File: config.mk
export PLATFORM = sky130hd
export DESIGN_NAME = word_multiply_xor_hash_core_flat
export DESIGN_NICKNAME = d
export VERILOG_FILES = /design/src/rtl/whc_pkg.sv /design/src/rtl/whc_if.sv /design/src/rtl/whc_front.sv /design/src/rtl/whc_queue.sv /design/src/rtl/whc_back.sv /design/src/rtl/word_multiply_xor_hash_core.sv /design/src/flat_wrapper.sv
export SDC_FILE = /design/constraint.sdc
export NUM_CORES = 2
export LEC_CHECK = 0
export BUFFER_PORTS_ARGS = -buffer_cell sky130_fd_sc_hd__buf_2
export CORE_ASPECT_RATIO = 1.2
export CORE_MARGIN = 5
export CORE_UTILIZATION = 35
export DETAILED_ROUTE_END_ITERATION = 6
export SLEW_MARGIN = 15
export SYNTH_ARGS = -nofsm -noshare
export SYNTH_HDL_FRONTEND = slang
export SYNTH_SLANG_ARGS = --single-unit
File: constraint.sdc
create_clock -name clk -period 13.3 [get_ports clk]
set_clock_uncertainty 0.2 [all_clocks]
set_input_delay 0.665 -clock clk [delete_from_list [all_inputs] [get_ports clk]]
set_output_delay 0.665 -clock clk [all_outputs]
set_load 0.1 [all_outputs]
File: src/rtl/whc_pkg.sv
// Package for the multiply-xor word hash core: constants, command type and
// the sizes shared by the front end, the command queue and the back end.
// No dependencies.
package whc_pkg;

  localparam int BYTE_W  = 8;
  localparam int HASH_W  = 32;
  localparam int ACC_W   = 64;
  localparam int HALF_W  = 32;
  localparam int BUF_W   = 56;
  localparam int COUNT_W = 8;

  localparam logic [ACC_W-1:0] HASH_INIT = 64'd2166136261;
  localparam logic [ACC_W-1:0] WORD_MULT = 64'hbf58476d1ce4e5b9;
  localparam logic [ACC_W-1:0] TAIL_MULT = 64'hd6e8feb86659fd93;

  // Default depth of the queue between front and back end
  localparam int QUEUE_DEPTH = 4;

  // Which multiplier constant a command applies after the XOR
  typedef enum logic [1:0] {
    MUL_NONE,
    MUL_WORD,
    MUL_TAIL
  } mult_sel_t;

  // One unit of work for the back end
  typedef struct packed {
    logic [ACC_W-1:0] word;  // value XORed into the accumulator
    mult_sel_t        mult;  // multiplier applied afterwards
    logic             fin;   // end of message: fold and emit the hash
  } cmd_t;

  // Queue status seen by the front and back end
  typedef struct packed {
    logic full;
    logic empty;
  } q_stat_t;

endpackage

File: src/rtl/whc_if.sv
// Channel interfaces of the multiply-xor word hash core: byte input and
// hash output, each with valid/ready. Depends on whc_pkg.
interface whc_in_if;
  import whc_pkg::*;

  logic              valid;
  logic              ready;
  logic [BYTE_W-1:0] data_byte;
  logic              byte_valid;
  logic              last;

  modport source(output valid, data_byte, byte_valid, last, input ready);
  modport sink(input valid, data_byte, byte_valid, last, output ready);
endinterface

interface whc_out_if;
  import whc_pkg::*;

  logic              valid;
  logic              ready;
  logic [HASH_W-1:0] hash_value;

  modport source(output valid, hash_value, input ready);
  modport sink(input valid, hash_value, output ready);
endinterface

File: src/rtl/whc_front.sv
// Front end of the hash core: packs bytes into words, counts the message
// length and issues word, tail and end commands. Depends on whc_pkg, whc_if.
module whc_front (
  input  logic             clk,
  input  logic             rst_n,
  whc_in_if.sink           in_chan,
  input  whc_pkg::q_stat_t q_stat,
  output logic             push,
  output whc_pkg::cmd_t    push_cmd
);
  import whc_pkg::*;

  logic [BUF_W-1:0]   buf_r, buf_nxt;
  logic [COUNT_W-1:0] cnt_r, cnt_nxt;

  logic [2:0]         pos;
  logic               full_word;
  logic [BUF_W-1:0]   buf_ins;
  logic [BUF_W-1:0]   buf_after;
  logic [COUNT_W-1:0] cnt_after;
  logic               accept;

  assign in_chan.ready = !q_stat.full;
  assign accept        = in_chan.valid && in_chan.ready;

  always_comb begin
    pos       = cnt_r[2:0];
    full_word = in_chan.byte_valid && (pos == 3'd7);
    buf_ins   = buf_r | ({{(BUF_W-BYTE_W){1'b0}}, in_chan.data_byte} << {pos, 3'b000});
    if (full_word) begin
      buf_after = '0;
    end else if (in_chan.byte_valid) begin
      buf_after = buf_ins;
    end else begin
      buf_after = buf_r;
    end
    cnt_after = cnt_r + COUNT_W'(in_chan.byte_valid);

    // a tail and a full word never meet: a full word leaves the count on a word boundary
    priority if (in_chan.last && (cnt_after[2:0] != 3'd0)) begin
      push_cmd.word = {buf_after, cnt_after};
      push_cmd.mult = MUL_TAIL;
      push_cmd.fin  = 1'b1;
    end else if (full_word) begin
      push_cmd.word = {in_chan.data_byte, buf_r};
      push_cmd.mult = MUL_WORD;
      push_cmd.fin  = in_chan.last;
    end else begin
      push_cmd.word = '0;
      push_cmd.mult = MUL_NONE;
      push_cmd.fin  = 1'b1;
    end
    push = accept && (full_word || in_chan.last);

    // drop the partial word at end of message
    if (in_chan.last) begin
      buf_nxt = '0;
      cnt_nxt = '0;
    end else begin
      buf_nxt = buf_after;
      cnt_nxt = cnt_after;
    end
  end

  always_ff @(posedge clk) begin
    if (!rst_n) begin
      buf_r <= '0;
      cnt_r <= '0;
    end else if (accept) begin
      buf_r <= buf_nxt;
      cnt_r <= cnt_nxt;
    end
  end

endmodule

File: src/rtl/whc_queue.sv
// Command queue between front and back end of the hash core: a small
// circular buffer of commands. Depends on whc_pkg.
module whc_queue #(
  parameter int DEPTH = whc_pkg::QUEUE_DEPTH
) (
  input  logic              clk,
  input  logic              rst_n,
  input  logic              push,
  input  whc_pkg::cmd_t     push_cmd,
  input  logic              pop,
  output whc_pkg::cmd_t     pop_cmd,
  output whc_pkg::q_stat_t  q_stat
);
  import whc_pkg::*;

  localparam int PTR_W = (DEPTH > 1) ? $clog2(DEPTH) : 1;
  localparam int CNT_W = $clog2(DEPTH + 1);

  cmd_t             mem [DEPTH];
  logic [PTR_W-1:0] wr_ptr_r, rd_ptr_r;
  logic [CNT_W-1:0] cnt_r;

  function automatic logic [PTR_W-1:0] ptr_inc(input logic [PTR_W-1:0] p);
    if (p == PTR_W'(DEPTH - 1)) begin
      return '0;
    end
    return p + PTR_W'(1);
  endfunction

  assign pop_cmd      = mem[rd_ptr_r];
  assign q_stat.full  = (cnt_r == CNT_W'(DEPTH));
  assign q_stat.empty = (cnt_r == '0);

  always_ff @(posedge clk) begin
    if (push) begin
      mem[wr_ptr_r] <= push_cmd;
    end
  end

  always_ff @(posedge clk) begin
    if (!rst_n) begin
      wr_ptr_r <= '0;
      rd_ptr_r <= '0;
      cnt_r    <= '0;
    end else begin
      if (push) begin
        wr_ptr_r <= ptr_inc(wr_ptr_r);
      end
      if (pop) begin
        rd_ptr_r <= ptr_inc(rd_ptr_r);
      end
      if (push && !pop) begin
        cnt_r <= cnt_r + CNT_W'(1);
      end else if (pop && !push) begin
        cnt_r <= cnt_r - CNT_W'(1);
      end
    end
  end

endmodule

File: src/rtl/whc_back.sv
// Back end of the hash core: XORs commands into the accumulator, multiplies
// modulo 2^64 on one shared 32x32 multiplier, folds and holds the result.
// Depends on whc_pkg, whc_if.
module whc_back (
  input  logic             clk,
  input  logic             rst_n,
  input  whc_pkg::cmd_t    pop_cmd,
  input  whc_pkg::q_stat_t q_stat,
  output logic             pop,
  whc_out_if.source        out_chan
);
  import whc_pkg::*;

  typedef enum logic [1:0] {
    B_IDLE,
    B_MUL,
    B_FIN
  } back_state_t;

  back_state_t        state_r;
  logic [1:0]         step_r;
  logic [ACC_W-1:0]   acc_r;
  logic [ACC_W-1:0]   x_r;
  mult_sel_t          mult_r;
  logic               fin_r;
  logic [ACC_W-1:0]   prod_r;
  logic [HALF_W-1:0]  lo_r;
  logic [HALF_W-1:0]  hi_r;
  logic               out_valid_r;
  logic [HASH_W-1:0]  out_hash_r;

  logic [ACC_W-1:0]   mconst;
  logic [HALF_W-1:0]  mul_a;
  logic [HALF_W-1:0]  mul_b;
  logic [ACC_W-1:0]   mul_p;
  logic               slot_free;

  assign pop                 = (state_r == B_IDLE) && !q_stat.empty;
  assign slot_free           = !out_valid_r || out_chan.ready;
  assign out_chan.valid      = out_valid_r;
  assign out_chan.hash_value = out_hash_r;

  // Low 64 bits of x * c: x_lo*c_lo, then the two cross terms into the high half
  always_comb begin
    mconst = (mult_r == MUL_TAIL) ? TAIL_MULT : WORD_MULT;
    unique case (step_r)
      2'd0: begin
        mul_a = x_r[HALF_W-1:0];
        mul_b = mconst[HALF_W-1:0];
      end
      2'd1: begin
        mul_a = x_r[ACC_W-1:HALF_W];
        mul_b = mconst[HALF_W-1:0];
      end
      default: begin
        mul_a = x_r[HALF_W-1:0];
        mul_b = mconst[ACC_W-1:HALF_W];
      end
    endcase
    mul_p = mul_a * mul_b;
  end

  always_ff @(posedge clk) begin
    if (!rst_n) begin
      state_r     <= B_IDLE;
      step_r      <= '0;
      acc_r       <= HASH_INIT;
      out_valid_r <= 1'b0;
    end else begin
      // load a new result when the back end finishes, else drop one that transfers
      if ((state_r == B_FIN) && slot_free) begin
        out_valid_r <= 1'b1;
      end else if (out_chan.ready) begin
        out_valid_r <= 1'b0;
      end
      unique case (state_r)
        B_IDLE: begin
          if (pop) begin
            x_r    <= acc_r ^ pop_cmd.word;
            mult_r <= pop_cmd.mult;
            fin_r  <= pop_cmd.fin;
            step_r <= '0;
            if (pop_cmd.mult != MUL_NONE) begin
              state_r <= B_MUL;
            end else if (pop_cmd.fin) begin
              state_r <= B_FIN;
            end
          end
        end
        B_MUL: begin
          step_r <= step_r + 2'd1;
          unique case (step_r)
            2'd0: begin
              prod_r <= mul_p;
            end
            2'd1: begin
              lo_r   <= prod_r[HALF_W-1:0];
              hi_r   <= prod_r[ACC_W-1:HALF_W];
              prod_r <= mul_p;
            end
            2'd2: begin
              hi_r   <= hi_r + prod_r[HALF_W-1:0];
              prod_r <= mul_p;
            end
            default: begin
              acc_r   <= {hi_r + prod_r[HALF_W-1:0], lo_r};
              state_r <= fin_r ? B_FIN : B_IDLE;
            end
          endcase
        end
        B_FIN: begin
          // hold until the output register is free, then restart the accumulator
          if (slot_free) begin
            out_hash_r  <= acc_r[HALF_W-1:0] ^ acc_r[ACC_W-1:HALF_W];
            acc_r       <= HASH_INIT;
            state_r     <= B_IDLE;
          end
        end
        default: begin
          state_r <= B_IDLE;
        end
      endcase
    end
  end

endmodule

File: src/rtl/word_multiply_xor_hash_core.sv
// Top level of the multiply-xor word hash core: front end, command queue and
// back end. Depends on whc_pkg, whc_if, whc_front, whc_queue, whc_back.
//
//   channel  | dir | handshake       | payload
//   ---------+-----+-----------------+----------------------------------------
//   in_chan  | in  | valid / ready   | data_byte[7:0], byte_valid, last
//   out_chan | out | valid / ready   | hash_value[31:0]
//
// One byte transfer per cycle is taken while the command queue has room.
// Every eighth byte becomes a word command, which the back end handles in a
// load and four steps of the shared 32x32 multiplier, so a long message
// streams at one byte per cycle while the queue has room. The end of a
// message takes the back end through B_FIN, after the four multiplier steps
// when a tail word is multiplied in; a run of very short messages is set by
// the back end, with the queue of QUEUE_DEPTH commands absorbing bursts.
// Reset is synchronous and active low: the accumulator returns to its seed,
// the queue empties and no result is held. A stalled result holds in the
// output register; the back end stops there and the queue then fills until
// the input stalls too.
module word_multiply_xor_hash_core #(
  parameter int QUEUE_DEPTH = whc_pkg::QUEUE_DEPTH
) (
  input  logic       clk,
  input  logic       rst_n,
  whc_in_if.sink     in_chan,
  whc_out_if.source  out_chan
);
  import whc_pkg::*;

  // front to queue
  logic    push;
  cmd_t    push_cmd;
  // queue to back
  logic    pop;
  cmd_t    pop_cmd;
  q_stat_t q_stat;

  // Pack bytes, count length, issue commands
  whc_front u_front (
    .clk      (clk),
    .rst_n    (rst_n),
    .in_chan  (in_chan),
    .q_stat   (q_stat),
    .push     (push),
    .push_cmd (push_cmd)
  );

  // Decouple byte intake from the multiplier
  whc_queue #(
    .DEPTH (QUEUE_DEPTH)
  ) u_queue (
    .clk      (clk),
    .rst_n    (rst_n),
    .push     (push),
    .push_cmd (push_cmd),
    .pop      (pop),
    .pop_cmd  (pop_cmd),
    .q_stat   (q_stat)
  );

  // Mix, multiply, fold and hold the result
  whc_back u_back (
    .clk      (clk),
    .rst_n    (rst_n),
    .pop_cmd  (pop_cmd),
    .q_stat   (q_stat),
    .pop      (pop),
    .out_chan (out_chan)
  );

`ifndef SYNTHESIS
  // the front end never pushes into a full queue
  a_no_push_full: assert property (@(posedge clk) disable iff (!rst_n)
    push |-> !q_stat.full)
    else $error("command pushed into full queue");

  // the back end never pops an empty queue
  a_no_pop_empty: assert property (@(posedge clk) disable iff (!rst_n)
    pop |-> !q_stat.empty)
    else $error("command popped from empty queue");

  // a push without a pop leaves the queue non-empty next cycle
  a_push_lands: assert property (@(posedge clk) disable iff (!rst_n)
    (push && !pop) |=> !q_stat.empty)
    else $error("pushed command lost");

  // queue status is never both full and empty
  a_stat_sane: assert property (@(posedge clk) disable iff (!rst_n)
    !(q_stat.full && q_stat.empty))
    else $error("queue status inconsistent");
`endif

endmodule
File: src/flat_wrapper.sv
// flat-port wrapper written by rule: the top's interface ports become plain ports
module word_multiply_xor_hash_core_flat import whc_pkg::*;
#(
  parameter int QUEUE_DEPTH = whc_pkg::QUEUE_DEPTH
)
  (clk, rst_n, in_chan_valid, in_chan_data_byte, in_chan_byte_valid, in_chan_last, in_chan_ready, out_chan_valid, out_chan_hash_value, out_chan_ready);
  whc_in_if in_chan_i ();
  whc_out_if out_chan_i ();
  input  logic clk;
  input  logic rst_n;
  input wire logic [$bits(in_chan_i.valid)-1:0] in_chan_valid;
  input wire logic [$bits(in_chan_i.data_byte)-1:0] in_chan_data_byte;
  input wire logic [$bits(in_chan_i.byte_valid)-1:0] in_chan_byte_valid;
  input wire logic [$bits(in_chan_i.last)-1:0] in_chan_last;
  output wire logic [$bits(in_chan_i.ready)-1:0] in_chan_ready;
  output wire logic [$bits(out_chan_i.valid)-1:0] out_chan_valid;
  output wire logic [$bits(out_chan_i.hash_value)-1:0] out_chan_hash_value;
  input wire logic [$bits(out_chan_i.ready)-1:0] out_chan_ready;
  assign in_chan_i.valid = in_chan_valid;
  assign in_chan_i.data_byte = in_chan_data_byte;
  assign in_chan_i.byte_valid = in_chan_byte_valid;
  assign in_chan_i.last = in_chan_last;
  assign in_chan_ready = in_chan_i.ready;
  assign out_chan_valid = out_chan_i.valid;
  assign out_chan_hash_value = out_chan_i.hash_value;
  assign out_chan_i.ready = out_chan_ready;
  word_multiply_xor_hash_core #(.QUEUE_DEPTH(QUEUE_DEPTH)) u_core (.clk(clk), .rst_n(rst_n), .in_chan(in_chan_i), .out_chan(out_chan_i));
endmodule
==> flow_summary.toml <==
[worst_setup_path]
cp.arrival_ns = 10.74
setup.worst_path.start_class = "flip-flop"
cp.required_ns = 13.45
critPathMaxStageDelay_ns = 0.59
critical_path.top_delay_family = "adder cells"
path_max_fanout = 17
cp.buffers_inverters = 6
cp_common_cell = "fa_1"
critPathCaptureType = "flip-flop"
slowest_stage = "fa_1"
crit_type = "flip-flop to flip-flop"

[synth]
synthesis.nets = 6136
async_flop_share_pct = 0
syn_area_per_cell_um2 = 11.3
yosysSeqAreaShare_pct = 31.8
synthFlopType = "edfxtp_1"
ys_ff_latch = 637
synth_edf_count = 495
syn_inst = 4930
syn_area_um2 = 55700
yosysWarningCount = 0
synth_cell_types = 72

[floorplanning]
ios = 48
die_w_um = 374
num_rows = 160
coreArea_um2 = 158000
initial_utilization_pct = 35.2
die_area_um2 = 167000
die_height_um = 447

[detailed_routing]
viasPerCell = 5.09
num_vias = 35900
wl_um = 170000
ant_nets = 0
drc_errors = 0
avgRoutedWirePerCell_um = 24.1
drtIter0Drc = 2751
firstDrtPassIters = 5

[timing]
worst_pin_slew_ns = 1.12
fin_crit_sh_pct = 79.6
report.final.hold_viol_count = 0
finalSetupTns_ns = 0
rsz0062_at_grt = "no"
period_needed_ns = 10.59
slew_viol_final = 0
slew_headroom_pct = 24.8
clock.fmax_ghz = 0.0944
setup_violations = 0

[clock_tree]
cts_setup_buffers = 0
holdBufCountCts = 0
cts_tree = "yes"
numCtsBuffers = 53
clock_latency_ns = 0.59
cts_sinks = 637
root_buffer = "clkbuf_16"
htreeDepth = 2
cts_max_path_buffers = 3
cts_resized = 0
clkTransAtPathRegs_ns = 0.07

[global_route]
grt-ovfl-total = 0
grt_max_degree = 63
grt_pass1_wl_um = 254000
grt_pass1_vias = 38800
grt_usage_pct = 20.3
antenna_found_initial = 3

[placed_design]
hpwl_um = 141000
portBuffers = 47
gp_congestion = 0.972
placed_area_um2 = 58300

[final_layout]
final_util_pct = 38.0
drive_gt1_share_pct = 6.91
nets = 6108
area.growth.synth_to_final_pct = 8.01
num_antenna_cells = 0
stdcell_area_um2 = 60200
fill_cells = 15400

[hold_path]
hold_path.class = "primary input to flip-flop"

[run_status]
outcome = "finished clean"

[run]
cap_violations = 0
## layout make-up
| type | count | area [um2] | share of cell area (%) |
|---|---|---|---|
| Clock buffer | 71 | 1520 | 2.52 |
| Clock inverter | 29 | 378 | 0.628 |
| Inverter | 1017 | 3820 | 6.34 |
| Multi-Input combinational cell | 3106 | 33600 | 55.8 |
| Sequential cell | 637 | 17700 | 29.4 |
| Tap cell | 2106 | 2640 | 4.38 |
| Timing Repair Buffer | 87 | 536 | 0.889 |
## worst register-to-register path, delay by kind of cell (launching register included)
| kind | cells | cell delay [ns] |
|---|---|---|
| xor gates and xnor gates | 1 | 0.10 |
| and+or+nand+nor | 3 | 0.79 |
| buffers and inverters | 6 | 1.25 |
| DFF | 1 | 0.44 |
| AOI/OAI and AO/OA | 8 | 2.10 |
| adders and majority gates | 11 | 5.49 |
## worst paths after layout
check,startpoint,endpoint,slack [ns],depth (start not counted)
setup / recovery,u_core.u_back.step_r[0],u_core.u_back.prod_r[61],2.71,29
setup reg to reg,u_core.u_back.step_r[0],u_core.u_back.prod_r[61],2.71,29
hold reg to reg,u_core.u_back.lo_r[24],u_core.u_back.acc_r[24],0.28,2
hold / removal,out_chan_ready,u_core.u_back.out_chan.valid,0.24,3
## flip-flops by register name, summed over array words and instances (netlist names), named ones only
register and cells:
u_core.u_front.buf_r 56, u_core.u_back.prod_r 64, u_core.u_queue.rd_ptr_r 2, u_core.u_back.acc_r 64, u_core.u_queue.cnt_r 3, u_core.u_back.step_r 2, u_core.u_front.cnt_r 8, u_core.u_back.out_chan.hash_value 32
u_core.u_queue.wr_ptr_r 2, u_core.u_back.out_chan.valid 1, u_core.u_back.state_r 2, u_core.u_back.lo_r 32, u_core.u_back.hi_r 32, u_core.u_back.fin_r 1, u_core.u_back.mult_r 2, u_core.u_queue.mem 268
u_core.u_back.x_r 64
## per-layer routing
layer / share of wire (%) / wire (um) / vias to the layer above / track usage [%]
met5: 0.015 / 26 / - / 0
met4: 5.4 / 9210 / 4 / 8.86
met3: 4.7 / 7980 / 346 / 1.98
met2: 51 / 86900 / 1237 / 36.4
met1: 39 / 65600 / 18500 / 24.8
li1: - / - / 15800 / -
## cell usage after synthesis (6+ instances only)
cell type     n  area [um2]
dfxtp_1     142        2840
o21bai_1     22         165
nand2b_1     96         601
nor2b_1      64         400
a21oi_1     244        1220
or2_2         8        50.1
edfxtp_1    495       14900
clkinv_1      6        22.5
and3_1       17         106
xor2_1      161        1410
a21o_1       70         526
nand4_1      21         131
clkbuf_1    152         571
o21ai_1      20         100
buf_1         7        26.3
or3_1         7        43.8
mux2i_1       7        70.1
a211oi_1      7        52.6
buf_2        10        50.1
o22ai_1      18         113
nand3_1      30         150
a22o_1       21         184
xnor2_1     106         928
a31o_2        6        52.6
o21a_1        6        45.0
fa_1        805       16100
o21ai_0     109         546
a31oi_1       8        50.1
a22oi_1      36         270
and2_1       68         425
nor3_1       31         155
maj3_1       11         110
inv_1      1006        3780
mux4_2       67        1510
ha_1        387        4840
nand2_1     249         935
mux2_2       54         608
nor2_1      286        1070
## kinds of logic (layout without fill, tap and decap cells)
| group | Yosys count | in the layout | share of synthesized area, % |
|---|---|---|---|
| AOI/OAI and AO/OA | 615 | 615 | 6.75 |
| xor gates and xnor gates | 267 | 267 | 4.20 |
| adders and majority gates | 1203 | 1203 | 37.8 |
| buffers and inverters | 1187 | 1204 | 8.03 |
| DFF | 637 | 637 | 31.8 |
| muxes | 128 | 128 | 3.92 |
| and+or+nand+nor | 893 | 893 | 7.55 |
## through the flow
step	setup slack, ns	hold slack, ns	cells
CTS	2.81	0.224	7053
global route	2.34	0.244	7053
global placement	2.95	0.268	6953
detailed placement	2.81	0.264	6953
floorplan	3.49	0.233	4930
finish	2.71	0.241	7053
## cell usage in the layout, fill, tap and decap left out, types with 9 or more instances in the layout
cell          n
dfxtp_1     140
mux2_2       54
clkinv_2     12
maj3_1       11
nor2_1      284
clkbuf_1     10
a22oi_1      36
nor2b_1      63
nor3_1       30
mux4_2       67
ha_1        384
nand2_1     249
buf_2        47
a21oi_1     244
buf_4        40
a22o_1       21
bufinv_16     9
o21ai_0     108
nand2b_1     96
and3_1       17
a21o_1       70
clkinv_1     10
clkbuf_16    57
edfxtp_1    495
fa_1        805
o21ai_1      19
nand3_1      30
o22ai_1      18
o21bai_1     22
and2_1       63
xnor2_1     106
nand4_1      21
inv_1      1005
xor2_1      161
Power is not shown: default switching activity piles up to over one toggle a cycle in this logic, so the estimate is an artifact.
